$ cat config.mk
export PLATFORM = sky130hd
export DESIGN_NAME = text_line_justifier
export DESIGN_NICKNAME = d
export VERILOG_FILES = /design/src/hdl/tlj_pkg.sv /design/src/hdl/tlj_div.sv /design/src/hdl/tlj_ctrl.sv /design/src/hdl/tlj_dp.sv /design/src/hdl/text_line_justifier.sv
export VERILOG_INCLUDE_DIRS = /design/src /design/src/hdl
export SDC_FILE = /design/constraint.sdc
export NUM_CORES = 1
export LEC_CHECK = 0
export ABC_AREA = 0
export ABC_CLOCK_PERIOD_IN_PS = 5850
export BUFFER_PORTS_ARGS = -buffer_cell sky130_fd_sc_hd__buf_2
export CAP_MARGIN = 20
export CORE_ASPECT_RATIO = 0.8
export CORE_MARGIN = 2
export CORE_UTILIZATION = 57
export DETAILED_ROUTE_END_ITERATION = 10
export PLACE_DENSITY = 0.82
export SYNTH_ARGS = -nofsm -noshare
export SYNTH_HDL_FRONTEND = slang
export SYNTH_HIERARCHICAL = 1
export SYNTH_SLANG_ARGS = --single-unit
$ cat constraint.sdc
create_clock -name clk -period 5.85 [get_ports clk]
set_clock_uncertainty 0.05 [all_clocks]
set_input_delay 1.755 -clock clk [delete_from_list [all_inputs] [get_ports clk]]
set_output_delay 1.755 -clock clk [all_outputs]
set_load 0.005 [all_outputs]
$ cat src/hdl/text_line_justifier_macros.svh
// Assertion macros for the text line justifier.
`ifndef TEXT_LINE_JUSTIFIER_MACROS_SVH
`define TEXT_LINE_JUSTIFIER_MACROS_SVH
`ifndef SYNTHESIS
`define TLJ_ASSERT(lbl, prop) lbl: assert property (@(posedge clk) disable iff (rst) prop) \
  else $error("tlj check failed");
`define TLJ_ASSERT_NEXT(lbl, a, b) lbl: assert property (@(posedge clk) disable iff (rst) \
  a |=> b) else $error("tlj check failed");
`else
`define TLJ_ASSERT(lbl, prop)
`define TLJ_ASSERT_NEXT(lbl, a, b)
`endif
`endif

$ cat src/hdl/tlj_pkg.sv
`timescale 1ns / 1ps
`default_nettype none
package tlj_pkg;

  localparam logic [7:0] SPACE_CODE = 8'd32;

  typedef struct packed {
    logic accept;
    logic clear_word;
    logic send_full;
    logic send_part;
    logic load_div;
    logic line_done;
    logic push_pad;
    logic push_char;
    logic push_gap;
    logic add_space;
    logic copy_wr;
    logic copy_end;
  } cmd_t;

  typedef struct packed {
    logic we_r;
    logic te_r;
    logic full_r;
    logic has_word;
    logic need_flush;
    logic words_nz;
    logic use_div;
    logic div_done;
    logic p_done;
    logic i_in_line;
    logic is_space;
    logic k_last;
    logic slot_free;
    logic copy_more;
  } stat_t;

endpackage
`default_nettype wire

$ cat src/hdl/tlj_div.sv
`timescale 1ns / 1ps
`default_nettype none
module tlj_div #(
  parameter int W = 6
) (
  input  wire logic         clk,
  input  wire logic         rst,
  input  wire logic         start,
  input  wire logic [W-1:0] dividend,
  input  wire logic [W-1:0] divisor,
  output logic      [W-1:0] quo,
  output logic      [W-1:0] rem,
  output logic              done
);
  localparam int CW = $clog2(W + 1);

  logic [W-1:0]  dsr;
  logic [CW-1:0] cnt;
  logic          busy;
  logic [W:0]    rem_sh;
  logic          fits;

  assign rem_sh = {rem, quo[W-1]};
  assign fits   = rem_sh >= {1'b0, dsr};

  always_ff @(posedge clk) begin
    if (rst) begin
      busy <= 1'b0;
      done <= 1'b0;
      cnt  <= '0;
    end else begin
      done <= 1'b0;
      if (start) begin
        busy <= 1'b1;
        cnt  <= '0;
        quo  <= dividend;
        rem  <= '0;
        dsr  <= divisor;
      end else if (busy) begin
        rem <= fits ? W'(rem_sh - {1'b0, dsr}) : rem_sh[W-1:0];
        quo <= {quo[W-2:0], fits};
        cnt <= cnt + 1'b1;
        if (cnt == CW'(W - 1)) begin
          busy <= 1'b0;
          done <= 1'b1;
        end
      end
    end
  end
endmodule
`default_nettype wire

$ cat src/hdl/tlj_ctrl.sv
`timescale 1ns / 1ps
`default_nettype none
`include "text_line_justifier_macros.svh"
module tlj_ctrl
  import tlj_pkg::*;
(
  input  wire logic  clk,
  input  wire logic  rst,
  input  wire logic  in_valid,
  output logic       in_ready,
  input  wire stat_t stat,
  output cmd_t       cmd
);
  typedef enum logic [7:0] {
    S_IDLE  = 8'b00000001,
    S_DEC   = 8'b00000010,
    S_DIV   = 8'b00000100,
    S_FETCH = 8'b00001000,
    S_PUT   = 8'b00010000,
    S_SPACE = 8'b00100000,
    S_CRD   = 8'b01000000,
    S_CWR   = 8'b10000000
  } state_t;

  state_t state, state_next;

  always_ff @(posedge clk) begin
    if (rst) state <= S_IDLE;
    else     state <= state_next;
  end

  always_comb begin
    cmd        = '0;
    in_ready   = 1'b0;
    state_next = state;
    case (state)
      S_IDLE: begin
        in_ready = 1'b1;
        if (in_valid) begin
          cmd.accept = 1'b1;
          state_next = S_DEC;
        end
      end
      S_DEC: begin
        if (!stat.we_r) begin
          state_next = S_IDLE;
        end else if (stat.has_word) begin
          if (stat.need_flush) begin
            cmd.send_full = 1'b1;
            state_next    = stat.use_div ? S_DIV : S_FETCH;
          end else begin
            state_next = S_SPACE;
          end
        end else begin
          cmd.clear_word = 1'b1;
          if (stat.te_r && stat.words_nz) begin
            cmd.send_part = 1'b1;
            state_next    = S_FETCH;
          end else begin
            state_next = S_IDLE;
          end
        end
      end
      S_DIV: begin
        if (stat.div_done) begin
          cmd.load_div = 1'b1;
          state_next   = S_FETCH;
        end
      end
      S_FETCH: begin
        if (stat.p_done) begin
          cmd.line_done = 1'b1;
          state_next    = stat.full_r ? S_SPACE : S_IDLE;
        end else if (stat.i_in_line) begin
          state_next = S_PUT;
        end else if (stat.slot_free) begin
          cmd.push_pad = 1'b1;
        end
      end
      S_PUT: begin
        if (stat.slot_free) begin
          if (!stat.is_space) begin
            cmd.push_char = 1'b1;
            state_next    = S_FETCH;
          end else begin
            cmd.push_gap = 1'b1;
            if (stat.k_last) state_next = S_FETCH;
          end
        end
      end
      S_SPACE: begin
        cmd.add_space = 1'b1;
        state_next    = S_CRD;
      end
      S_CRD: begin
        if (stat.copy_more) begin
          state_next = S_CWR;
        end else begin
          cmd.copy_end = 1'b1;
          if (stat.te_r) begin
            cmd.send_part = 1'b1;
            state_next    = S_FETCH;
          end else begin
            state_next = S_IDLE;
          end
        end
      end
      S_CWR: begin
        cmd.copy_wr = 1'b1;
        state_next  = S_CRD;
      end
      default: state_next = S_IDLE;
    endcase
  end

  `TLJ_ASSERT(a_state_onehot, $onehot(state))
  `TLJ_ASSERT(a_push_slot, (cmd.push_char || cmd.push_gap || cmd.push_pad) |-> stat.slot_free)
  `TLJ_ASSERT(a_ready_idle, in_ready |-> (state == S_IDLE))
endmodule
`default_nettype wire

$ cat src/hdl/tlj_dp.sv
`timescale 1ns / 1ps
`default_nettype none
`include "text_line_justifier_macros.svh"
module tlj_dp
  import tlj_pkg::*;
#(
  parameter int MAX_LINE = 32
) (
  input  wire logic       clk,
  input  wire logic       rst,
  input  wire logic       cfg_we,
  input  wire logic [5:0] cfg_data,
  input  wire logic [7:0] in_char,
  input  wire logic       in_we,
  input  wire logic       in_te,
  input  wire cmd_t       cmd,
  output stat_t           stat,
  input  wire logic       out_ready,
  output logic            out_valid,
  output logic [7:0]      out_char,
  output logic            out_end,
  output logic            out_last
);
  localparam int LW = $clog2(MAX_LINE + 1);
  localparam int AW = (MAX_LINE > 1) ? $clog2(MAX_LINE) : 1;
  localparam logic [LW-1:0] MAXL = LW'(MAX_LINE);

  logic [7:0] line_mem [MAX_LINE];
  logic [7:0] word_mem [MAX_LINE];
  logic [7:0] line_rd, word_rd;

  logic [5:0]    width_reg;
  logic [LW-1:0] w_eff, wl, gaps, spare, k;
  logic [LW-1:0] word_length, line_length, words, letters;
  logic [LW-1:0] i, p, g, kc, j, base, extra;
  logic          full_r, te_r, we_r;
  logic          line_wr;
  logic [7:0]    line_wdata;
  logic          push;
  logic [7:0]    push_char;
  logic          push_end;
  logic [LW-1:0] quo, rem;
  logic          div_done, div_start;

  always_comb begin
    if (width_reg == 6'd0)              w_eff = LW'(1);
    else if (width_reg > 6'(MAX_LINE))  w_eff = MAXL;
    else                                w_eff = LW'(width_reg);
  end

  assign wl    = (word_length < w_eff) ? word_length : w_eff;
  assign gaps  = words - 1'b1;
  assign spare = (w_eff > letters) ? w_eff - letters : '0;
  assign k     = base + LW'(g < extra);

  assign stat.we_r       = we_r;
  assign stat.te_r       = te_r;
  assign stat.full_r     = full_r;
  assign stat.has_word   = wl != '0;
  assign stat.need_flush = (words != '0) &&
                           (({1'b0, line_length} + {1'b0, wl} + 1'b1) > {1'b0, w_eff});
  assign stat.words_nz   = words != '0;
  assign stat.use_div    = (words > LW'(1)) && (spare >= gaps);
  assign stat.div_done   = div_done;
  assign stat.p_done     = p >= w_eff;
  assign stat.i_in_line  = i < line_length;
  assign stat.is_space   = line_rd == SPACE_CODE;
  assign stat.k_last     = (kc + 1'b1 == k) || (p + 1'b1 == w_eff);
  assign stat.slot_free  = !out_valid || out_ready;
  assign stat.copy_more  = (j < wl) && (line_length < MAXL);

  assign div_start = cmd.send_full && stat.use_div;

  tlj_div #(.W(LW)) u_div (
    .clk      (clk),
    .rst      (rst),
    .start    (div_start),
    .dividend (spare),
    .divisor  (gaps),
    .quo      (quo),
    .rem      (rem),
    .done     (div_done)
  );

  // storage
  assign line_wr    = cmd.copy_wr ||
                      (cmd.add_space && words != '0 && line_length < MAXL);
  assign line_wdata = cmd.copy_wr ? word_rd : SPACE_CODE;

  always_ff @(posedge clk) begin
    if (cmd.accept && in_char != SPACE_CODE && word_length < w_eff)
      word_mem[word_length[AW-1:0]] <= in_char;
    if (line_wr)
      line_mem[line_length[AW-1:0]] <= line_wdata;
    line_rd <= line_mem[i[AW-1:0]];
    word_rd <= word_mem[j[AW-1:0]];
  end

  // output slot
  assign push      = cmd.push_char || cmd.push_gap || cmd.push_pad;
  assign push_char = cmd.push_char ? line_rd : SPACE_CODE;
  assign push_end  = p + 1'b1 == w_eff;

  always_ff @(posedge clk) begin
    if (rst) begin
      out_valid <= 1'b0;
    end else if (push) begin
      out_valid <= 1'b1;
    end else if (out_ready) begin
      out_valid <= 1'b0;
    end
    if (push) begin
      out_char <= push_char;
      out_end  <= push_end;
      out_last <= push_end && (!full_r || !te_r);
    end
  end

  // counters
  always_ff @(posedge clk) begin
    if (rst) begin
      width_reg   <= 6'd32;
      word_length <= '0;
      line_length <= '0;
      words       <= '0;
      letters     <= '0;
      i           <= '0;
      p           <= '0;
      g           <= '0;
      kc          <= '0;
      j           <= '0;
      full_r      <= 1'b0;
      te_r        <= 1'b0;
      we_r        <= 1'b0;
    end else begin
      if (cfg_we) width_reg <= cfg_data;
      if (cmd.accept) begin
        te_r <= in_te;
        we_r <= in_we || in_te;
        if (in_char != SPACE_CODE && word_length < w_eff)
          word_length <= word_length + 1'b1;
      end
      if (cmd.clear_word) word_length <= '0;
      if (cmd.send_full || cmd.send_part) begin
        full_r <= cmd.send_full;
        i      <= '0;
        p      <= '0;
        g      <= '0;
        kc     <= '0;
      end
      if (cmd.line_done) begin
        line_length <= '0;
        words       <= '0;
        letters     <= '0;
        p           <= '0;
      end
      if (cmd.push_pad) p <= p + 1'b1;
      if (cmd.push_char) begin
        p <= p + 1'b1;
        i <= i + 1'b1;
      end
      if (cmd.push_gap) begin
        p <= p + 1'b1;
        if (stat.k_last) begin
          kc <= '0;
          i  <= i + 1'b1;
          g  <= g + 1'b1;
        end else begin
          kc <= kc + 1'b1;
        end
      end
      if (cmd.add_space) j <= '0;
      if (line_wr) line_length <= line_length + 1'b1;
      if (cmd.copy_wr) j <= j + 1'b1;
      if (cmd.copy_end) begin
        letters     <= letters + wl;
        words       <= words + 1'b1;
        word_length <= '0;
      end
    end
  end

  always_ff @(posedge clk) begin
    if (cmd.send_full || cmd.send_part) begin
      base  <= LW'(1);
      extra <= '0;
    end else if (cmd.load_div) begin
      base  <= quo;
      extra <= rem;
    end
  end

  `TLJ_ASSERT(a_line_cap, line_length <= MAXL)
  `TLJ_ASSERT(a_pos_cap, p <= w_eff)
  `TLJ_ASSERT_NEXT(a_out_hold, out_valid && !out_ready, out_valid && $stable(out_char))
endmodule
`default_nettype wire

$ cat src/hdl/text_line_justifier.sv
// Timing: a word end that closes a line passes S_IDLE, S_DEC, S_DIV (gap divider, on a
//   justified line only), S_FETCH and S_PUT before its first output character is pushed.
// A request inside a word passes S_IDLE and S_DEC; s_axis_tready is high only in S_IDLE. Each
//   stored character goes out via S_FETCH and S_PUT; each word character is copied via S_CRD and S_CWR.
// Reset: rst synchronous, active high; empties line and word, width back to 32.
`timescale 1ns / 1ps
`default_nettype none
module text_line_justifier
  import tlj_pkg::*;
#(
  parameter int MAX_LINE = 32
) (
  input  wire logic       clk,
  input  wire logic       rst,
  input  wire logic       cfg_valid,
  output logic            cfg_ready,
  input  wire logic [5:0] cfg_data,        // max_width
  input  wire logic       s_axis_tvalid,
  output logic            s_axis_tready,
  input  wire logic [7:0] s_axis_tdata,    // char_code
  input  wire logic       s_axis_tlast,    // word_end
  input  wire logic       s_axis_tuser,    // text_end
  output logic            m_axis_tvalid,
  input  wire logic       m_axis_tready,
  output logic [7:0]      m_axis_tdata,    // out_char
  output logic            m_axis_tlast,    // line_end
  output logic            m_axis_tuser     // last
);
  cmd_t  cmd;
  stat_t stat;

  assign cfg_ready = 1'b1;

  tlj_ctrl u_ctrl (
    .clk      (clk),
    .rst      (rst),
    .in_valid (s_axis_tvalid),
    .in_ready (s_axis_tready),
    .stat     (stat),
    .cmd      (cmd)
  );

  tlj_dp #(.MAX_LINE(MAX_LINE)) u_dp (
    .clk       (clk),
    .rst       (rst),
    .cfg_we    (cfg_valid),
    .cfg_data  (cfg_data),
    .in_char   (s_axis_tdata),
    .in_we     (s_axis_tlast),
    .in_te     (s_axis_tuser),
    .cmd       (cmd),
    .stat      (stat),
    .out_ready (m_axis_tready),
    .out_valid (m_axis_tvalid),
    .out_char  (m_axis_tdata),
    .out_end   (m_axis_tlast),
    .out_last  (m_axis_tuser)
  );
endmodule
`default_nettype wire

Yosys cells after proc, flatten, opt, wreduce, memory -nomap -nowiden
Memory sizes are Yosys's and may differ from the RTL's. A register that Yosys moved wholly into a read port is not among the register bits. Index checks and enable logic that the tools add are counted.

Register bits after elaboration: 117. Memory bits (writable): 512. Bits of input ports: 21. Output and inout port bits: 13. Word-level logic and storage cells: 199. Memories kept: 2.

Memory list: u_dp.line_mem (depth 32, bits a word 8, rd ports 1, clocked after Yosys merged registers in 1, wr ports 1, line tlj_dp.sv:28) `logic [7:0] line_mem [MAX_LINE];`; u_dp.word_mem (depth 32, bits a word 8, rd ports 1, clocked after Yosys merged registers in 1, wr ports 1, line tlj_dp.sv:29) `logic [7:0] word_mem [MAX_LINE];`.

$add $sub $neg: 16. Magnitude comparators: 12. Eq/ne operators: 18. Muxes and demuxes: 83. Bitwise gates (word level): 2. Reductions and logical operators: 40.

Operators with widths (number): 6-bit 2-to-1 mux (29); 8-bit 2-to-1 mux (12); 8-bit case mux with 7 select lines (1); 6-bit by 1-bit adder with 6-bit output (second input constant) (8); 1-bit 2-to-1 mux (32); 6-bit less-than comparator (4); 8-bit by 6-bit equality test with 1-bit output (second input constant) (2); 6-bit equality test (2); 6-bit greater-or-equal comparator (2); 4-bit 2-to-1 mux (3); 2-bit nonzero test (6); 6-bit nonzero test (2); 6-bit subtractor (2); 1-bit logical AND (11); 8-bit by 1-bit equality test with 1-bit output (second input constant) (1); 8-bit by 2-bit equality test with 1-bit output (second input constant) (1); 8-bit by 3-bit equality test with 1-bit output (second input constant) (1); 8-bit by 4-bit equality test with 1-bit output (second input constant) (1); 8-bit by 5-bit equality test with 1-bit output (second input constant) (1); 8-bit by 7-bit equality test with 1-bit output (second input constant) (1); 8-bit equality test (second input constant) (1); 1-bit logical OR (8); 2-bit 2-to-1 mux (4); 8-bit by 6-bit != test with 1-bit output (second input constant) (1); other kinds (26) (35).

Logic depth before layout (Yosys ltp)
Gate-level depths: netlist of the first run.

Depth after elaboration: 19. Gate-level depth with buffers: 27. Gate-level depth less buffers: 26.

Hierarchy
Netlist of the first run, hierarchy kept.

By module, submodules not included: tlj_dp (times used 1, cells an instance 1547, area an instance 26110.0 µm², seq. area each 17516.8 µm²); tlj_div (times used 1, cells an instance 97, area an instance 1196.1 µm², seq. area each 640.6 µm²); tlj_ctrl (times used 1, cells an instance 89, area an instance 723.2 µm², seq. area each 160.2 µm²); text_line_justifier (times used 1, cells an instance 2, area an instance 11.3 µm², seq. area each 0.0 µm²).

Worst setup path before layout of the first run
Ideal clock, no wire load.

Path kind: register to register. Start point: reg u_dp.width_reg[5]. End point: reg u_dp.u_div.quo[0], enable pin. Setup time: 0.381 ns. Arrival time: 5.528 ns. Data required time: 5.419 ns. Path slack: -0.108 ns. Cell stages (with the launch flop): 28. Path buffers: 4. Clock period less this slack: 5.958 ns. Cell sequence: dfxtp_1 > buf_6 > nor2b_2 > inv_1 > ha_1 > a21o_1 > a21o_1 > a221oi_2 > clkbuf_1 > nor2_1 > a21o_1 > ha_1 > a21o_1 > a21o_1 > a21o_1 > a21oi_1 > xnor2_1 > ha_1 > nand3_1 > o21ai_0 > o21ai_0 > a21boi_0 > and3_1 > nor3b_1 > clkbuf_1 > buf_2 > nor2_1 > nor2_1.

RTL lines: start: declaration (line tlj_dp.sv:32) `logic [5:0] width_reg;`; start signal: assignment (line tlj_dp.sv:136) `if (cfg_we) width_reg <= cfg_data;`; end signal: assignment (line tlj_div.sv:36) `quo <= dividend;`; end signal: assignment (line tlj_div.sv:41) `quo <= {quo[W-2:0], fits};`; end: declaration (line tlj_div.sv:11) `output logic [W-1:0] quo,`.

==> results of run 1 <==
[path summary, 6_finish.rpt]
path | cells after the start | to | slack, ps
setup / recovery | 25 | u_dp/u_div/quo[0] | 280
hold / removal | 2 | u_dp/letters[5] | 430
setup reg to reg | 25 | u_dp/u_div/quo[0] | 280
hold reg to reg | 2 | u_dp/letters[5] | 430
[kinds of logic (layout without fill, tap and decap cells)]
family	count (synthesis)	after routing
other	1	1
muxes	209	209
adders and majority gates	87	87
DFF	645	645
buffers and inverters	147	247
xor gates and xnor gates	47	47
AOI/OAI and AO/OA	177	177
and+or+nand+nor	422	422
[power breakdown]
part	internal, mW	switching (mW)
Clock	2.27	1.69
Combinational	0.0778	0.144
Sequential	4.96	0.0159
Total	7.31	1.85
[metal layers]
| metal | routed length [um] | track usage, % | up-vias |
|---|---|---|---|
| met3 | 4580 | 4.08 | 75 |
| met4 | 976 | 5.87 | 0 |
| li1 | - | - | 6834 |
| met5 | 0 | 0 | - |
| met1 | 25400 | 34.6 | 7895 |
| met2 | 27900 | 36.9 | 666 |
[layout by cell type, fill, tap and decap left out, types with 22 or more instances in the layout]
master,Yosys,final
o21ai_0,24,24
mux2_2,22,22
xnor2_1,29,29
a21oi_1,60,60
edfxtp_1,540,540
nor2_1,169,167
a21o_1,32,32
ha_1,83,83
mux4_2,160,160
dfxtp_1,105,100
nand2_1,47,47
inv_1,61,61
buf_2,14,33
clkbuf_16,0,60
buf_4,7,31
nand3_1,41,41
mux2i_1,26,26
[layout make-up]
type,count,share of cell area (%)
clock buffer,70,5.02
clock inverter,41,1.50
inverter,65,0.786
multi-input combinational,943,29.3
sequential,645,59.1
tap,629,2.54
timing repair buffer,71,1.77
[worst min-delay path: stages (launching register included)]
cell and delay, ps:
dfxtp_1 320, nand2_1 60, a21oi_1 60
[timing repair]
item,4_1_cts,5_1_grt
gates resized for setup,1,6
setup buffers,0,5
setup endpoints to repair,6,35
pin swaps,0,1
[through the flow]
step	hold slack (ps)	cells
floorplan	399	1735
global placement	413	2340
detailed placement	422	2340
CTS	433	2451
global route	465	2464
finish	435	2464
==> results.toml, run 1 <==
[setup_path]
critical_path_class = "flip-flop to flip-flop"
crit_required_ps = 6150
crit_start = "u_dp/width_reg[5]"
crit_arrival_ps = 5880
path_common_cell = "a21o_1"
crit_path_end_kind = "flip-flop"
crit_fanout = 10
startpoint_type = "flip-flop"
max_stage_delay_ps = 370
rr_startpoint = "u_dp/width_reg[5]"
path_buf_inv = 5
slowest_stage = "dfxtp_2"
crit_family = "compound AO/OA/AOI/OAI gates"

[global_route]
grt_pass1_wl_um = 91300
grt_max_degree = 68
grt_util_all_layers_pct = 23.5
grt_pass1_vias = 15400
antenna_found_initial = 1
grt-ovfl-total = 0

[final_layout]
multi_input_area_mm2 = 0.00910
n_antenna_cell = 0
syn_to_final_growth_pct = 10.7
fin_util_pct = 64.0
fin_nets = 1893
nFillCells = 3205
design_area_mm2 = 0.0310
regArea_mm2 = 0.0183
layout-drive-gt1-share_pct = 21.4

[synthesis]
synth_async_sr_flop_share_pct = 0
synth_top_family_by_area = "multiplexers"
synth_fa_ha_area_share_pct = 3.99
yosysWarnings = 6
synth_enable_flop_cells = 540
synth-seq-cells = 645
yosys-mux-area-fraction_pct = 14.7
synth_top_cells_by_count = "edfxtp_1, nor2_1, mux4_2"
ys_seq_area_share_pct = 65.3
synth_cell_types = 80
synthesis.area_mm2 = 0.0280
synth_flop_cell = "edfxtp_1"
synth_compound_area_share_pct = 4.28
synthCells = 1735
synth_most_common_cell = "edfxtp_1"
synth_simple_gate_area_share_pct = 7.79
syn-num-nets = 1843
synth_area_leader_cell = "edfxtp_1"
synthXorXnorAreaFrac_pct = 1.57
syn_avg_cell_area_um2 = 16.2
synth_top_area_share_pct = 57.8
synthTopCellsByArea = "edfxtp_1, mux4_2, dfxtp_1, ha_1, nor2_1"

[cts]
clkTransAtPathRegs_ps = 70
hold_buffers = 0
clkLatencyLatePin_ps = 620
ctsLongestPathBuffers = 3
cts_inserted_buffers = 59
cts_tree = "built"
cts.sink_count = 645
ctsHtreeMaxLevel = 2
cts_root_buffer = "clkbuf_16"

[drt]
drt-total-wl_um = 58800
routedWlPerCell_um = 23.9
dr_total_vias = 15500
drt_iter0_drc = 1730
vias_per_cell = 6.28
drc_errors = 0
first_pass_iters = 6
ant_nets = 0

[die]
num_rows = 72
die_area_mm2 = 0.0510
ioPinCount = 34
die_x_um = 252
coreArea_mm2 = 0.0485
die_h_um = 202
start_util_pct = 57.9

[sta]
drv_slew = 0
slew_headroom_pct = 33.4
hold_viol_final = 0
setup-violations-final = 0
grt_setup_unrepaired = "false"
layout_setup_ws_ps = 277
setup_tns_ps = 0
min_period_ps = 5570
fmax_mhz = 179
worst_slew_pin_slew_ps = 991
post-route-period-util_pct = 95.3

[job]
maxCapViolCount = 0

[place]
dp_hpwl_um = 36800
dpl_cell_area_mm2 = 0.0288
gp_congestion = 0.863
place_ws_ps = -12.7
io_buffers = 32

[status]
status = "completed"

[pwr]
pwr_density_cell_mw_per_mm2 = 295
p_leak_nw = 10.9
irDropWorstVdd_v = 0.000439
finalPower_mw = 9.16

[worst_hold_path]
hp-start = "u_dp/letters[5]"
hp-class = "flip-flop to flip-flop"
(Power assumes the default switching activity.)
==> run 2, diff against run 1 <==
==> constraint.sdc (replaced) <==
create_clock -name clk -period 5.85 [get_ports clk]
set_clock_uncertainty 0.05 [all_clocks]
set_input_delay 1.4625 -clock clk [delete_from_list [all_inputs] [get_ports clk]]
set_output_delay 1.4625 -clock clk [all_outputs]
set_load 0.005 [all_outputs]
==> run 2 against run 1 <==
  * Final cell count is essentially flat
  * Sequential share of layout area barely moved
  * Sequential power barely moved
  * Worst setup slack improved by 50 ps
  * Global-route usage grew 0.27 points
  * Worst hold slack improved by 2.7 ps
  * Combinational power barely moved
  * Non-clock buffer count unchanged
  * Die area is the same
  * Largest cell class unchanged
==> results.toml, run 2 (same netlist as run 1, synthesis figures left out) <==
[status]
status = "completed"

[drt]
vias_per_cell = 6.30
routedWlPerCell_um = 24.2
ant_nets = 0
drt_iter0_drc = 1634
first_pass_iters = 7
drt-total-wl_um = 59500
drc_errors = 0
dr_total_vias = 15500

[cts]
ctsHtreeMaxLevel = 2
ctsLongestPathBuffers = 3
cts_inserted_buffers = 59
cts_root_buffer = "clkbuf_16"
hold_buffers = 0
clkTransAtPathRegs_ps = 70
cts.sink_count = 645
clkLatencyLatePin_ps = 640
cts_tree = "built"

[final_layout]
layout_common_cells = "edfxtp_1, nor2_1, mux4_2"
syn_to_final_growth_pct = 10.7
nFillCells = 3212
layout-drive-gt1-share_pct = 21.1
fin_util_pct = 64.1
design_area_mm2 = 0.0310
fin_nets = 1893
final_common_cell = "edfxtp_1"

[setup_path]
crit_fanout = 10
crit_required_ps = 6180
crit_path_end_kind = "flip-flop"
startpoint_type = "flip-flop"
critical_path_class = "flip-flop to flip-flop"
rr_startpoint = "u_dp/width_reg[5]"
rrSetupSlack_ps = 330
reg2reg_depth = 25
crit_arrival_ps = 5850
crit-reg2reg-capture = "u_dp/u_div/quo[2]"

[sta]
post-route-period-util_pct = 94.4
fmax_mhz = 181
slew_headroom_pct = 30.1
worst_slew_pin_slew_ps = 1050
min_period_ps = 5520
hold_viol_final = 0
setup-violations-final = 0
drv_slew = 0
whs_ps = 438

[die]
coreArea_mm2 = 0.0485
num_rows = 72
die_h_um = 202
die_x_um = 252
die_area_mm2 = 0.0510
ioPinCount = 34
start_util_pct = 57.9

[pwr]
clkPwrFrac_pct = 43.4
p_sw_share_pct = 20.3
internal_power_mw = 7.31
power_switching_mw = 1.86
p_leak_nw = 10.9
p_comb_share_pct = 2.4
pwr-share-seq_pct = 54.2
pwr_density_cell_mw_per_mm2 = 295
irDropWorstVdd_v = 0.000228
finalPower_mw = 9.17

[place]
dp_hpwl_um = 36900
dpl_cell_area_mm2 = 0.0288
io_buffers = 32
gp_congestion = 0.867

[global_route]
grt-ovfl-total = 0
grt_max_degree = 68
grt_pass1_wl_um = 92200
antenna_found_initial = 1
grt_pass1_vias = 15300
grt_util_all_layers_pct = 23.8

[worst_hold_path]
hp-start = "u_dp/letters[5]"
hold_depth = 2
hp-class = "flip-flop to flip-flop"
worstHoldEndpoint = "u_dp/letters[5]"

[job]
maxCapViolCount = 0
## run 2: timing repair
item,4_1_cts,5_1_grt
setup endpoints to repair,6,35
pin swaps,0,3
buffers inserted,0,5
resized for setup,1,7
## run 2: metrics by stage
stage / setup WS [ps] / setup TNS (ps) / std cells
floorplan: 87.3 / 0 / 1735
global placement: 127 / 0 / 2340
detailed placement: -1.02 / -5.77 / 2340
CTS: 80.8 / 0 / 2448
global route: -8.90 / -21.4 / 2461
finish: 327 / 0 / 2462
## run 2: worst max path at each step
stage | from | to | slack, ps | cells after the start
2_1_floorplan | u_dp/width_reg[5] | u_dp/u_div/quo[0] | 90 | 27
4_1_cts | u_dp/width_reg[5] | u_dp/u_div/dsr[2] | 80 | 25
6_report | u_dp/width_reg[5] | u_dp/u_div/quo[2] | 330 | 25
3_5_place_dp | u_dp/width_reg[5] | u_dp/u_div/dsr[3] | -1 | 25
3_3_place_gp | u_dp/width_reg[5] | u_dp/u_div/dsr[1] | 130 | 25
5_1_grt | u_dp/width_reg[5] | u_dp/u_div/quo[0] | -9 | 25
## run 2: metal layers
layer	GRT usage (%)	routed length [um]	part of all wire, %
met4	6.15	1260	2.1
met3	4.46	4700	7.9
met1	35.1	25400	43
met2	36.9	28100	47
met5	0	0	0
## run 2: cell type report
class	count	area [um2]	area share (%)
Sequential cell	645	18300	59.0
Multi-Input combinational cell	943	9100	29.3
Clock buffer	72	1610	5.18
Antenna cell	1	2.50	0.00806
Tap cell	629	787	2.53
Inverter	65	244	0.786
Timing Repair Buffer	71	571	1.84
Clock inverter	36	408	1.31
## run 2: power by group through the flow
stage	logic [mW]	registers, mW	clock network (mW)
after floorplan	0.131	5.07	0
after global placement	0.205	5.07	0
after detailed placement	0.214	5.07	0
after CTS	0.216	4.97	4.04
after global routing	0.243	4.97	4.22
final	0.220	4.97	3.98
## run 2: worst max-delay path, stage by stage, from the launching register on
cell,delay [ps]
dfxtp_1,390
buf_4,190
nor2b_4,140
inv_1,120
ha_1,200
a21o_1,160
a21o_1,220
a221oi_4,350
buf_6,180
a21o_1,210
ha_1,260
a21o_1,180
a21o_1,200
a21o_1,190
a21oi_1,170
xnor2_1,90
ha_1,300
nand3_1,90
o21ai_0,160
o21ai_0,100
a21boi_1,210
and3_4,240
nor3b_1,210
buf_4,200
buf_4,120
mux2_2,330
==> run 3, diff against run 2 <==
--- a/config.mk
+++ b/config.mk
@@ -14,6 +14,7 @@
 export CORE_MARGIN = 2
 export CORE_UTILIZATION = 57
 export DETAILED_ROUTE_END_ITERATION = 10
+export MAX_ROUTING_LAYER = met4
 export PLACE_DENSITY = 0.82
 export SYNTH_ARGS = -nofsm -noshare
 export SYNTH_HDL_FRONTEND = slang
==> run 3 against run 2 <==
  * First-iteration DRC count grew 18%
  * Worst setup slack gained 92 ps
  * Flip-flop and latch count is the same
  * Register-to-register slack gained 90 ps
  * Wire length grew 1.4%
  * Power shrank 2.5%
  * Count of clock-buffer cells in the layout shrank 5
  * Critical path depth grew 1
  * Clock power shrank 6.0%
  * Global-route usage grew 0.76 points
  * Critical path type unchanged
  * Largest cell class unchanged
  * Largest power group unchanged
==> results.toml, run 3 (same netlist as run 1, synthesis figures left out) <==
[cts]
clkLatencyLatePin_ps = 630
ctsLongestPathBuffers = 3
cts.sink_count = 645
cts_inserted_buffers = 59
cts_root_buffer = "clkbuf_16"
hold_buffers = 0
ctsHtreeMaxLevel = 2
clkTransAtPathRegs_ps = 70
cts_tree = "built"
cts_setup_buffers = 0

[die]
start_util_pct = 57.9
die_x_um = 252
ioPinCount = 34
die_h_um = 202
num_rows = 72
die_area_mm2 = 0.0510
coreArea_mm2 = 0.0485

[final_layout]
layout_common_cells = "edfxtp_1, nor2_1, mux4_2"
nFillCells = 3270
final_common_cell = "edfxtp_1"
syn_to_final_growth_pct = 10.2
layoutNonFillerInstCount = 2463
fin_nets = 1890
layout-drive-gt1-share_pct = 20.8

[sta]
drv_slew = 0
fmax_mhz = 184
min_period_ps = 5430
whs_ps = 434
post-route-period-util_pct = 92.8
hold_viol_final = 0
setup-violations-final = 0
slew_headroom_pct = 27.6
setup_tns_ps = 0
worst_slew_pin_slew_ps = 1090
grt_setup_unrepaired = "false"

[pwr]
p_comb_share_pct = 2.5
internal_power_mw = 7.07
pwr-share-seq_pct = 55.6
clkPwrFrac_pct = 41.9
power_switching_mw = 1.87
p_leak_nw = 10.8
finalPower_mw = 8.94
pwr_density_cell_mw_per_mm2 = 289
p_sw_share_pct = 20.9
irDropWorstVdd_v = 0.000385

[setup_path]
startpoint_type = "flip-flop"
reg2reg_depth = 26
rrSetupSlack_ps = 420
crit_path_end_kind = "flip-flop"
crit_required_ps = 6120
crit_arrival_ps = 5700
crit_fanout = 14
crit-reg2reg-capture = "u_dp/u_div/quo[3]"
rr_startpoint = "u_dp/width_reg[5]"
critical_path_class = "flip-flop to flip-flop"

[status]
status = "completed"

[global_route]
grt_pass1_vias = 15300
grt-ovfl-total = 0
grt_pass1_wl_um = 92300
antenna_found_initial = 4
grt_util_all_layers_pct = 24.5
grt_max_degree = 68

[place]
gp_congestion = 0.866
dp_cells = 2341
io_buffers = 32
dp_hpwl_um = 37700

[drt]
ant_nets = 0
drt_iter0_drc = 1923
first_pass_iters = 5
routedWlPerCell_um = 24.5
vias_per_cell = 6.33
drc_errors = 0
dr_total_vias = 15600
drt-total-wl_um = 60400

[job]
maxCapViolCount = 0

[worst_hold_path]
worstHoldEndpoint = "u_dp/letters[5]"
hp-class = "flip-flop to flip-flop"
hp-start = "u_dp/letters[5]"
hold_depth = 2
==> run 3: worst max path at each step <==
stage / startpoint / to / slack [ps] / depth (start not counted)
after floorplan: u_dp/width_reg[5] / u_dp/u_div/quo[0] / 90 / 27
after global placement: u_dp/width_reg[5] / u_dp/u_div/dsr[3] / 370 / 23
after detailed placement: u_dp/width_reg[3] / u_dp/u_div/dsr[5] / 220 / 23
after CTS: u_dp/width_reg[3] / u_dp/u_div/dsr[4] / 140 / 23
after global routing: u_dp/width_reg[1] / u_dp/u_div/rem[5] / 40 / 25
final: u_dp/width_reg[5] / u_dp/u_div/quo[3] / 420 / 26
==> run 3: stage by stage <==
stage	utilization [%]	area, um2	setup WS (ps)
5_1_grt	63.8	30900	41.6
4_1_cts	63.3	30700	137
6_report	63.8	30900	419
3_3_place_gp	59.4	28800	371
3_5_place_dp	59.4	28800	216
2_1_floorplan	-	28000	87.3
==> run 3: what timing repair did <==
| item | CTS | global route |
|---|---|---|
| gates resized for setup | 0 | 7 |
| hold endpoints to repair | 0 | 0 |
| endpoints found under the setup margin | 0 | 31 |
==> run 3: cell type report <==
class | count | area (um2) | share of cell area [%]
Multi-Input combinational cell | 943 | 9100 | 29.5
Clock inverter | 43 | 362 | 1.17
Antenna cell | 3 | 7.51 | 0.0243
Timing Repair Buffer | 68 | 574 | 1.86
Clock buffer | 67 | 1510 | 4.87
Inverter | 65 | 244 | 0.789
Sequential cell | 645 | 18300 | 59.3
Tap cell | 629 | 787 | 2.55
==> run 3: critical path, stage by stage, from the launching register on <==
cell,delay [ps]
dfxtp_1,390
buf_4,200
nor2b_4,140
inv_1,70
ha_1,180
a21o_1,160
a21o_1,220
a221oi_4,360
nor2_1,80
a21o_1,210
ha_1,280
a21o_1,190
a21o_1,200
a21o_1,190
a21oi_1,170
xnor2_1,100
ha_1,300
nand3_1,90
o21ai_0,170
o21ai_0,100
a21boi_1,190
and3_1,260
nor3b_4,240
buf_6,190
nor2_1,70
nor2_2,90
buf_4,220
==> run 3: layer usage <==
layer | global-route usage [%] | vias up | part of all wire (%)
li1 | - | 6839 | -
met1 | 35.6 | 7921 | 43
met2 | 37.0 | 710 | 47
met3 | 3.85 | 109 | 8.1
met4 | 6.04 | 0 | 2.2
met5 | - | - | 0
==> run 3: power by group through the flow <==
| stage | clock network (mW) | registers (mW) | logic (mW) |
|---|---|---|---|
| floorplan | 0 | 5.07 | 0.131 |
| detailed placement | 0 | 5.07 | 0.217 |
| global route | 3.97 | 4.97 | 0.245 |
| finish | 3.74 | 4.97 | 0.224 |
| global placement | 0 | 5.07 | 0.207 |
| CTS | 3.79 | 4.97 | 0.220 |
